File: src/sv/cb40_pkg.sv
// ============================================================================
// cb40_pkg - shared types, constants and functions of the base-40 codec
// Holds the alphabet mapping both ways, the powers of the radix and the
// constant divide-by-40 helper used by every digit stage of the decoder.
// ============================================================================
package cb40_pkg;

    localparam int unsigned CodeW       = 48;
    localparam int unsigned CharW       = 8;
    localparam int unsigned DigitW      = 6;
    localparam int unsigned LenW        = 4;
    localparam int unsigned FieldChars  = 9;
    localparam int unsigned MaxCharsDef = 9;
    localparam int unsigned Radix       = 40;

    // Reciprocal of five scaled by 2^34; exact for every dividend below 2^32.
    localparam logic [31:0] Recip5      = 32'hCCCC_CCCD;

    // Named alphabet characters.
    localparam logic [CharW-1:0] ChSpace = 8'h20;
    localparam logic [CharW-1:0] ChDash  = 8'h2D;
    localparam logic [CharW-1:0] ChSlash = 8'h2F;
    localparam logic [CharW-1:0] ChDot   = 8'h2E;
    localparam logic [CharW-1:0] ChUpA   = 8'h41;
    localparam logic [CharW-1:0] ChUpZ   = 8'h5A;
    localparam logic [CharW-1:0] ChZero  = 8'h30;
    localparam logic [CharW-1:0] ChNine  = 8'h39;

    // Digit values of the characters that do not form a run.
    localparam logic [DigitW-1:0] DigDash  = 6'd37;
    localparam logic [DigitW-1:0] DigSlash = 6'd38;
    localparam logic [DigitW-1:0] DigDot   = 6'd39;

    typedef logic [CodeW-1:0]  t_code;
    typedef logic [CharW-1:0]  t_char;
    typedef logic [DigitW-1:0] t_digit;

    // What the decoder lanes found for one item.
    typedef struct packed {
        logic [FieldChars-1:0][DigitW-1:0] digit;
        logic [FieldChars-1:0]             nz;
        logic                              invalid;
        t_code                             code;
    } t_dec_info;

    // Radix power 40^k, used with constant arguments only.
    function automatic t_code pow40(input int unsigned k);
        t_code p;
        p = t_code'(1);
        for (int unsigned j = 0; j < k; j++) begin
            p = t_code'(p * t_code'(Radix));
        end
        return p;
    endfunction

    // ASCII character to digit value; anything outside the alphabet is zero.
    function automatic t_digit char_value(input t_char c);
        t_digit v;
        v = '0;
        if (c inside {[ChUpA:ChUpZ]}) begin
            v = DigitW'(c - ChUpA + 8'd1);
        end else if (c inside {[ChZero:ChNine]}) begin
            v = DigitW'(c - ChZero + 8'd27);
        end else if (c == ChDash) begin
            v = DigDash;
        end else if (c == ChSlash) begin
            v = DigSlash;
        end else if (c == ChDot) begin
            v = DigDot;
        end
        return v;
    endfunction

    // Digit value to ASCII character.
    function automatic t_char digit_char(input t_digit d);
        t_char c;
        c = '0;
        if (d == '0) begin
            c = ChSpace;
        end else if (d inside {[6'd1:6'd26]}) begin
            c = CharW'(ChUpA + CharW'(d) - 8'd1);
        end else if (d inside {[6'd27:6'd36]}) begin
            c = CharW'(ChZero + CharW'(d) - 8'd27);
        end else if (d == DigDash) begin
            c = ChDash;
        end else if (d == DigSlash) begin
            c = ChSlash;
        end else if (d == DigDot) begin
            c = ChDot;
        end
        return c;
    endfunction

    // Quotient of a 30-bit value by 40: drop three bits, then multiply by 1/5.
    function automatic logic [23:0] div40(input logic [29:0] x);
        logic [58:0] p;
        p = 59'(x[29:3]) * 59'(Recip5);
        return p[57:34];
    endfunction

endpackage

File: src/sv/cb40_enc.sv
// ============================================================================
// cb40_enc - text to code lanes
// One lane per character maps it to its digit value and weight; a two-level
// adder tree merges the weighted lanes. The final three-way add is left
// combinational for the register in the top level.
// ============================================================================
module cb40_enc
    import cb40_pkg::*;
#(
    parameter int unsigned MAX_CHARS = MaxCharsDef
) (
    input  logic                             i_clk,
    input  logic [FieldChars-1:0][CharW-1:0] i_chars,
    input  logic [LenW-1:0]                  i_len,
    output t_code                            o_sum
);

    localparam int unsigned Groups = FieldChars / 3;

    t_code            r_term [FieldChars];
    t_code            n_term [FieldChars];
    t_code            r_part [Groups];
    logic [LenW-1:0]  w_len_sat;
    logic [FieldChars-1:0] w_keep;

    // Saturate the length and find which characters take part.
    always_comb begin
        logic run;
        run = 1'b1;
        w_len_sat = (i_len > LenW'(MAX_CHARS)) ? LenW'(MAX_CHARS) : i_len;
        for (int i = 0; i < FieldChars; i++) begin
            run = run && (LenW'(i) < w_len_sat) && (i_chars[i] != '0);
            w_keep[i] = run;
        end
    end

    // Each lane weights its digit by its power of the radix.
    always_comb begin
        for (int i = 0; i < FieldChars; i++) begin
            n_term[i] = w_keep[i] ?
                t_code'(t_code'(char_value(i_chars[i])) * pow40(i)) : '0;
        end
    end

    // First level of the merge tree: groups of three lanes.
    always_ff @(posedge i_clk) begin
        for (int i = 0; i < FieldChars; i++) begin
            r_term[i] <= n_term[i];
        end
        for (int g = 0; g < Groups; g++) begin
            r_part[g] <= r_term[3*g] + r_term[3*g+1] + r_term[3*g+2];
        end
    end

    // Second level of the tree; the sum never exceeds 40^9 - 1.
    assign o_sum = r_part[0] + r_part[1] + r_part[2];

endmodule

File: config.mk
export PLATFORM = sky130hd
export DESIGN_NAME = cb40_enc
export DESIGN_NICKNAME = d
export VERILOG_FILES = /design/src/sv/cb40_pkg.sv /design/src/sv/cb40_enc.sv
export SDC_FILE = /design/constraint.sdc
export NUM_CORES = 1
export LEC_CHECK = 0
export BUFFER_PORTS_ARGS = -buffer_cell sky130_fd_sc_hd__clkbuf_2
export CAP_MARGIN = 10
export CORE_MARGIN = 4
export CORE_UTILIZATION = 40
export DETAILED_ROUTE_END_ITERATION = 10
export PLACE_DENSITY = 0.53
export SLEW_MARGIN = 20
export SYNTH_ARGS = -nofsm -noshare
export SYNTH_HDL_FRONTEND = slang
export SYNTH_SLANG_ARGS = --single-unit
File: constraint.sdc
create_clock -name i_clk -period 8.4 [get_ports i_clk]
set_clock_uncertainty 0.2 [all_clocks]
set_input_delay 0.84 -clock i_clk [delete_from_list [all_inputs] [get_ports i_clk]]
set_output_delay 0.84 -clock i_clk [all_outputs]
set_load 0.01 [all_outputs]
==> reports/metrics.yaml, run 1 <==
run_status:
  status: "complete, no violations"
timing:
  setup_violations: 0
  tns_ps: 0
  fin_crit_ps: 6330
  relSlewSlack_pct: 34.1
  slew_violations: 0
  finalHoldViolations: 0
  hold_slack_ps: 121
  finalCritPeriodShare_pct: 75.3
  max_freq_mhz: 158
  tightest_slew_ps: 981
  rsz0062_at_grt: "no"
logic_synthesis:
  ys_warn_count: 0
  ys.flop_type: "dfxtp_1"
  synth_nets: 2682
  async_flop_share_pct: 0
  ys_types: 76
  synth.area.top_cells: "ha_1 25%, dfxtp_1 22%, fa_1 9.5%, inv_1 4.5%, xnor2_1 4.4%"
  synth_edf_count: 0
  seq_area_frac_synth_pct: 22.2
  synth_top_area_share_pct: 25.4
  syn-cell-area_um2: 19200
  yosysTopAreaCell: "ha_1"
  ys_top_cells_by_count: "390 x ha_1, 229 x inv_1, 213 x dfxtp_1"
  syn_inst: 2124
  synth_area_per_cell_um2: 9.03
  yosysMostFrequentCell: "ha_1"
  synth-seq-cells: 213
cts:
  cts_setup_buffers: 0
  clk_pin_slew_worst_paths_ps: 60
  cts-root-buf: "clkbuf_16"
  clk_path_buf_depth: 3
  ctsResizeCount: 0
  clk_latency_ps: 530
  hold_buffers: 0
  numCtsBuffers: 26
  cts_sinks: 213
  cts_tree: "built"
  htree_levels: 1
global_routing:
  grt_pass1_vias: 15000
  grt_max_degree: 25
  track_usage_pct: 17.1
  antenna_found_initial: 0
  grt-ovfl-total: 0
  grt_pass1_wl_um: 74100
worst_setup_path:
  crit_arrival_ps: 6510
  cp_num_buf_inv: 3
  crit_family: "adder cells"
  critPathLaunch: "i_chars[65]"
  slowest_stage: "or4b_2"
  r2r-start: "r_term[0][157]$_SDFF_PN0_"
  worst-path-stages: 21
  rr_worst_depth: 11
  path_max_fanout: 6
  cp_cell_sequence: "clkbuf_2 > inv_1 > ha_1 > or4b_2 > o211ai_1 > a31oi_1 > a31o_2 > a21oi_1 > fa_1 > inv_1 > fa_1 > fa_1 > ha_1 > a21o_1 > a21oi_1 > nor3b_1 > a21boi_0 > nor2_1 > a21oi_1 > xor2_1 > nor2_1"
  cp-endpoint: "r_term[0][426]$_SDFF_PN0_"
  worstSetupPathType: "input pin to flip-flop"
  rr_endpoint: "r_part[0][79]$_DFF_P_"
  slowest_delay_ps: 620
  ff2ff_setup_slack_ps: 4810
  end_kind: "flip-flop"
  crit_path_start_kind: "input pin"
  worstPathRequired_ps: 8580
placed_design:
  place_congestion: 0.842
  dpl_cell_area_um2: 20500
  numPortBuffers: 124
  post-place-cells: 2842
  post-dp-hpwl_um: 37200
floorplan:
  core_area_um2: 47000
  die_area_um2: 51500
  ios: 125
  fp.dieW_um: 227
  rows: 79
  die_h_um: 227
  initial_core_util_pct: 40.9
finish:
  multiInputGateArea_um2: 13900
  area_growth_pct: 11.4
  final_area_um2: 21400
  drive_above_1_share_pct: 8.77
  fillers: 4543
  n_antenna_cell: 0
  nNetsFinal: 2821
  regArea_um2: 4260
  final_cells: 2888
drt:
  wl_per_cell_um: 15.3
  drc: 0
  via_count: 14800
  drt_first_pass_iters: 5
  drt_iter0_drc: 616
  drt.antenna.violating_nets: 0
  finalWirelength_um: 44200
  vias_per_cell: 5.14
hold_path:
  hp-class: "flip-flop to flip-flop"
  hold_depth: 0
power_and_ir_drop:
  p_leak_uw: 0.0114
  peakVddDrop_mv: 0.124
  cellPowerDensity_nw_per_um2: 136
run:
  drv_cap: 0
sequential cells by signal (all words and copies together), names as in the netlist:
| signal | flops |
|---|---|
| r_term | 140 |
| r_part | 73 |
where the power goes:
| group | leakage (uW) | internal [uW] | total [uW] | switching, uW |
|---|---|---|---|---|
| Combinational | 0.00924 | 270 | 671 | 401 |
| Sequential | 0.00173 | 1070 | 1100 | 27.7 |
| Clock | 0.000435 | 716 | 1150 | 429 |
final cells by class:
class / count / area share [%]
Clock inverter: 12 / 0.813
Inverter: 229 / 4.02
Multi-Input combinational cell: 1660 / 65.1
Timing Repair Buffer: 133 / 3.22
Sequential cell: 213 / 19.9
Clock buffer: 34 / 3.32
Tap cell: 607 / 3.55
metrics by stage:
stage                     setup WS (ps)  util, %  power [uW]
after global placement             1790     43.7        1790
after floorplan                    2360        -        1580
after global routing               1740     45.5        3100
after detailed placement           1650     43.7        1790
after CTS                          2150     45.5        2960
final                              2070     45.5        2920
cells by family after synthesis:
| logic type | Yosys count | share of synthesized area (%) |
|---|---|---|
| AO/OA/AOI/OAI | 486 | 16.8 |
| XOR/XNOR | 153 | 6.98 |
| adder cells (fa/ha/maj) | 481 | 34.9 |
| buffers and inverters | 251 | 5.19 |
| flip-flops | 213 | 22.2 |
| multiplexers | 4 | 0.215 |
| AND/OR/NAND/NOR | 536 | 13.7 |
worst min path at each step:
stage	slack, ps	startpoint	to
floorplan	110	r_term[0][0]$_SDFF_PN0_	r_part[0][0]$_DFF_P_
global placement	110	r_term[0][153]$_SDFF_PN0_	r_part[0][57]$_DFF_P_
detailed placement	110	r_term[0][154]$_SDFF_PN0_	r_part[0][58]$_DFF_P_
CTS	120	r_term[0][154]$_SDFF_PN0_	r_part[0][58]$_DFF_P_
global route	140	r_term[0][154]$_SDFF_PN0_	r_part[0][58]$_DFF_P_
finish	120	r_term[0][154]$_SDFF_PN0_	r_part[0][58]$_DFF_P_
layout by cell type, fill, tap and decap left out, drive strengths merged, types with 80 or more instances in the layout:
| cell type | instances |
|---|---|
| nand2 | 80 |
| fa | 91 |
| clkbuf | 158 |
| a21oi | 121 |
| dfxtp | 213 |
| ha | 390 |
| xnor2 | 96 |
| o21ai | 97 |
| nor2 | 208 |
| inv | 229 |
routing by layer:
layer / track usage (%) / wire length (um) / vias to the layer above
met3: 1.53 / 1370 / 28
met1: 24.9 / 22300 / 6949
met4: 2.42 / 495 / 0
met2: 28.6 / 20000 / 194
li1: - / - / 7672
met5: 0 / 0 / -
(Power assumes the default switching activity.)
==> run 2, diff against run 1 <==
==> constraint.sdc (replaced) <==
create_clock -name i_clk -period 5.9 [get_ports i_clk]
set_clock_uncertainty 0.2 [all_clocks]
set_input_delay 0.59 -clock i_clk [delete_from_list [all_inputs] [get_ports i_clk]]
set_output_delay 0.59 -clock i_clk [all_outputs]
set_load 0.01 [all_outputs]
==> run 2 against run 1 <==
Sequential power is 43% higher. Critical path depth increased by 1. Utilization is 0.76 points higher. Non-clock buffer count up 46. Hold slack improved by 9.0 ps. Flip-flop and latch count unchanged. Clock-buffer cell count fell by 3. Wire length is 0.42% lower. Sequential share of layout area shrank 0.33 points. Worst setup slack worse by 1700 ps. Via count grew 1.2%. Critical endpoint is now r_term[0][165]$_SDFF_PN0_. Largest power group unchanged. Highest routed layer unchanged.
==> reports/metrics.yaml, run 2 (synthesis gave the netlist of run 1 again) <==
placed_design:
  place_congestion: 0.883
  numPortBuffers: 124
  post-dp-hpwl_um: 37500
worst_setup_path:
  slowest_stage: "fa_1"
  rr_endpoint: "r_part[0][79]$_DFF_P_"
  crit_path_start_kind: "input pin"
  critPathLaunch: "i_chars[24]"
  worstPathRequired_ps: 6150
  r2r-start: "r_term[0][157]$_SDFF_PN0_"
  end_kind: "flip-flop"
  crit_family: "adder cells"
  worstSetupPathType: "input pin to flip-flop"
  rr_worst_depth: 11
  worst-path-stages: 22
  slowest_delay_ps: 610
  cp-endpoint: "r_term[0][165]$_SDFF_PN0_"
  crit_arrival_ps: 5750
  cp_num_buf_inv: 4
  path_max_fanout: 3
  cp_cell_sequence: "clkbuf_2 > inv_1 > ha_1 > or4b_1 > o211ai_1 > a31oi_1 > o21ai_0 > o311ai_0 > fa_1 > fa_1 > inv_1 > fa_1 > inv_1 > ha_1 > nor2b_1 > o21ai_0 > a21boi_0 > o21ai_0 > a21boi_0 > o21a_1 > or3_1 > a21oi_1"
  ff2ff_setup_slack_ps: 2390
floorplan:
  die_h_um: 227
  die_area_um2: 51500
  fp.dieW_um: 227
  ios: 125
  core_area_um2: 47000
  initial_core_util_pct: 40.9
  rows: 79
cts:
  clk_path_buf_depth: 3
  hold_buffers: 0
  cts-root-buf: "clkbuf_16"
  numCtsBuffers: 25
  clk_latency_ps: 520
  htree_levels: 1
  cts_sinks: 213
  cts_tree: "built"
  clk_pin_slew_worst_paths_ps: 60
drt:
  drt_first_pass_iters: 5
  drt_iter0_drc: 637
  via_count: 15000
  wl_per_cell_um: 15.0
  finalWirelength_um: 44000
  vias_per_cell: 5.12
  drc: 0
  drt.antenna.violating_nets: 0
global_routing:
  grtUsageMet1_pct: 24.2
  track_usage_pct: 16.9
  grt-ovfl-total: 0
  grt_max_degree: 25
  grt_pass1_wl_um: 72800
  antenna_found_initial: 0
  top_usage_layer: "met2"
  use_met3_pct: 1.97
  grt_pass1_vias: 14800
  met2_usage_pct: 28.0
power_and_ir_drop:
  peakVddDrop_mv: 0.195
  p_leak_uw: 0.0116
  cellPowerDensity_nw_per_um2: 193
finish:
  n_antenna_cell: 0
  layout_commonest_cell: "ha_1"
  drive_above_1_share_pct: 10.7
  multiInputGateArea_um2: 13900
  top_regs: "r_term (140), r_part (73)"
  area_growth_pct: 13.3
  fillers: 4538
  regMostFlops: "r_term"
  final_cell_mix: "390 x ha_1, 229 x inv_1, 213 x dfxtp_1, 208 x nor2_1, 124 x clkbuf_2"
  largest_reg_flops: 140
  nNetsFinal: 2866
  regArea_um2: 4260
  fin_util_pct: 46.3
timing:
  finalHoldViolations: 0
  rsz0062_at_grt: "no"
  relSlewSlack_pct: 35.7
  hold_slack_ps: 130
  tightest_slew_ps: 953
  slew_violations: 0
  tns_ps: 0
  max_freq_mhz: 182
  finalCritPeriodShare_pct: 93.2
  fin_crit_ps: 5500
  setup_violations: 0
run_status:
  status: "complete, no violations"
hold_path:
  hp-class: "flip-flop to flip-flop"
run:
  drv_cap: 0
==> run 2: cell types whose count changed in the layout (fill, tap and decap cells not counted), sizes merged <==
cell,delta
buf,+46
bufinv,+1
clkbuf,-3
clkinv,-2
clkinvlp,+1
inv,+2
==> run 2: worst min-delay path by stage <==
| stage | start | to | slack, ps | cells after the start |
|---|---|---|---|---|
| floorplan | r_term[0][0]$_SDFF_PN0_ | r_part[0][0]$_DFF_P_ | 110 | 0 |
| global placement | r_term[0][153]$_SDFF_PN0_ | r_part[0][57]$_DFF_P_ | 110 | 0 |
| detailed placement | r_term[0][2]$_SDFF_PN0_ | r_part[0][2]$_DFF_P_ | 110 | 0 |
| CTS | r_term[0][153]$_SDFF_PN0_ | r_part[0][57]$_DFF_P_ | 140 | 0 |
| global route | r_term[0][1]$_SDFF_PN0_ | r_part[0][1]$_DFF_P_ | 140 | 0 |
| finish | r_term[0][1]$_SDFF_PN0_ | r_part[0][1]$_DFF_P_ | 130 | 0 |
==> run 2: cell type report <==
class                           instances  share of cell area [%]
Multi-Input combinational cell       1660                    64.1
Clock inverter                         14                   0.984
Sequential cell                       213                    19.6
Inverter                              229                    3.95
Tap cell                              607                    3.49
Timing Repair Buffer                  179                    4.75
Clock buffer                           31                    3.12
==> run 2: layer usage <==
layer	vias to the layer above	share of wire [%]
li1	7784	-
met2	183	45
met3	35	3.3
met5	-	0
met1	7014	50
met4	0	1.5
==> run 2: per-stage QoR <==
step | worst slack, ps | std cells | area, um2 | power, uW
finish | 402 | 2933 | 21700 | 4200
global route | 25.1 | 2933 | 21700 | 4460
CTS | 380 | 2933 | 21700 | 4270
detailed placement | -174 | 2888 | 20800 | 2570
global placement | 27.9 | 2888 | 20800 | 2570
floorplan | 107 | 2124 | 19200 | 2260
==> run 2: repair_timing <==
action | in CTS | in global routing
setup endpoints to repair | 0 | 1
buffers inserted | 0 | 0
endpoints found under the hold margin | 0 | 0
resized for setup | 0 | 1
==> run 2: power by group <==
part / internal, uW / total, uW / switching, uW
combinational: 400 / 975 / 574
clock: 1040 / 1660 / 622
sequential: 1530 / 1570 / 40.4
==> run 3, diff against run 2 <==
--- a/config.mk
+++ b/config.mk
@@ -10,7 +10,6 @@
 export CORE_MARGIN = 4
 export CORE_UTILIZATION = 40
 export DETAILED_ROUTE_END_ITERATION = 10
-export PLACE_DENSITY = 0.53
 export SLEW_MARGIN = 20
 export SYNTH_ARGS = -nofsm -noshare
 export SYNTH_HDL_FRONTEND = slang
==> run 3 against run 2 <==
Final cell count is 0.14% higher. Hold slack worse by 4.4 ps. Fmax is 0.95% higher. Utilization is 0.14 points higher. Total power is 0.36% higher. Global-route usage is 0.16 points lower. Non-clock buffer count is 5 higher. Largest power group unchanged. Combinational power hardly changed. Die area stayed put.
==> reports/metrics.yaml, run 3 (synthesis gave the netlist of run 1 again) <==
run_status:
  status: "complete, no violations"
worst_setup_path:
  rr_worst_depth: 11
  cp-endpoint: "r_term[0][165]$_SDFF_PN0_"
  slowest_delay_ps: 590
  slowest_stage: "fa_1"
  path_max_fanout: 3
  critPathLaunch: "i_chars[25]"
  crit_arrival_ps: 5690
  crit_path_start_kind: "input pin"
  worstPathRequired_ps: 6150
  r2r-start: "r_term[0][157]$_SDFF_PN0_"
  cp_cell_sequence: "clkbuf_2 > inv_1 > ha_1 > or4b_1 > o211ai_1 > a31oi_1 > o21ai_0 > o311ai_0 > fa_1 > fa_1 > inv_1 > fa_1 > inv_1 > ha_1 > nor2b_1 > o21ai_0 > a21boi_0 > o21ai_0 > a21boi_0 > o21a_1 > or3_1 > a21oi_1"
  worstSetupPathType: "input pin to flip-flop"
  end_kind: "flip-flop"
  rr_endpoint: "r_part[0][79]$_DFF_P_"
  ff2ff_setup_slack_ps: 2400
timing:
  max_freq_mhz: 184
  setup_violations: 0
  finalWorstSetupSlack_ps: 454
  fin_crit_ps: 5450
  finalHoldViolations: 0
  finalCritPeriodShare_pct: 92.3
  relSlewSlack_pct: 35.5
  rsz0062_at_grt: "no"
  tightest_slew_ps: 956
  hold_slack_ps: 126
  slew_violations: 0
floorplan:
  ios: 125
  initial_core_util_pct: 40.9
  core_area_um2: 47000
  rows: 79
  die_h_um: 227
  fp.dieW_um: 227
  die_area_um2: 51500
finish:
  n_antenna_cell: 0
  largest_reg_flops: 140
  area_growth_pct: 13.7
  regMostFlops: "r_term"
  final_cell_mix: "390 x ha_1, 229 x inv_1, 213 x dfxtp_1, 208 x nor2_1, 124 x clkbuf_2"
  nNetsFinal: 2870
  layout_commonest_cell: "ha_1"
  top_regs: "r_term (140), r_part (73)"
  drive_above_1_share_pct: 10.9
  fillers: 4487
cts:
  clk_latency_ps: 530
  cts_sinks: 213
  cts_tree: "built"
  htree_levels: 1
  cts-root-buf: "clkbuf_16"
  hold_buffers: 0
  clk_pin_slew_worst_paths_ps: 60
  clk_path_buf_depth: 3
  numCtsBuffers: 24
  cts_setup_buffers: 0
  ctsResizeCount: 0
drt:
  finalWirelength_um: 43200
  drt.antenna.violating_nets: 0
  vias_per_cell: 5.08
  drt_first_pass_iters: 7
  wl_per_cell_um: 14.7
  drt_iter0_drc: 625
  via_count: 14900
  drc: 0
global_routing:
  grt-ovfl-total: 0
  track_usage_pct: 16.8
  grt_pass1_wl_um: 71900
  antenna_found_initial: 0
  grt_pass1_vias: 14800
  grt_max_degree: 25
placed_design:
  numPortBuffers: 124
  post-dp-hpwl_um: 36900
  place_ws_ps: -154
  place_congestion: 0.884
power_and_ir_drop:
  cellPowerDensity_nw_per_um2: 193
  peakVddDrop_mv: 0.224
  p_leak_uw: 0.0117
hold_path:
  hp-class: "flip-flop to flip-flop"
run:
  drv_cap: 0
-- run 3: worst min path at each step --
stage,cells past startpoint,end,startpoint
finish,0,r_part[0][57]$_DFF_P_,r_term[0][153]$_SDFF_PN0_
detailed placement,0,r_part[0][2]$_DFF_P_,r_term[0][2]$_SDFF_PN0_
CTS,0,r_part[0][57]$_DFF_P_,r_term[0][153]$_SDFF_PN0_
global placement,0,r_part[0][0]$_DFF_P_,r_term[0][0]$_SDFF_PN0_
global route,0,r_part[0][57]$_DFF_P_,r_term[0][153]$_SDFF_PN0_
floorplan,0,r_part[0][0]$_DFF_P_,r_term[0][0]$_SDFF_PN0_
-- run 3: worst max-delay path: cells and delay by family --
family | cells | cell delay [ps]
AOI/OAI and AO/OA | 10 | 1760
buffers and inverters | 4 | 270
and+or+nand+nor | 3 | 950
adders and majority gates | 5 | 2120
-- run 3: stage by stage --
step	area [um2]	setup TNS, ps	instances	util, %	power [uW]
after floorplan	19200	0	2124	-	2260
after global placement	20900	-1.12	2893	44.5	2560
after detailed placement	20900	-417	2893	44.5	2580
after CTS	21800	0	2937	46.4	4280
after global routing	21800	0	2937	46.4	4470
final	21800	0	2937	46.4	4220
-- run 3: final cells by class --
type	instances	area [um2]	area share, %
Sequential cell	213	4260	19.6
Inverter	229	860	3.94
Clock buffer	31	698	3.20
Multi-Input combinational cell	1660	13900	63.9
Tap cell	607	759	3.48
Clock inverter	13	218	0.998
Timing Repair Buffer	184	1070	4.91
-- run 3: where the power goes --
part,switching [uW],internal (uW)
Sequential,40.9,1530
Clock,612,1060
Combinational,574,402
-- run 3: layer usage --
metal | GRT usage (%) | wire length, um | vias to the layer above
li1 | - | - | 7782
met1 | 23.9 | 21600 | 6832
met2 | 27.6 | 19300 | 257
met3 | 1.74 | 1490 | 46
met4 | 4.02 | 820 | 0
met5 | 0 | 0 | -
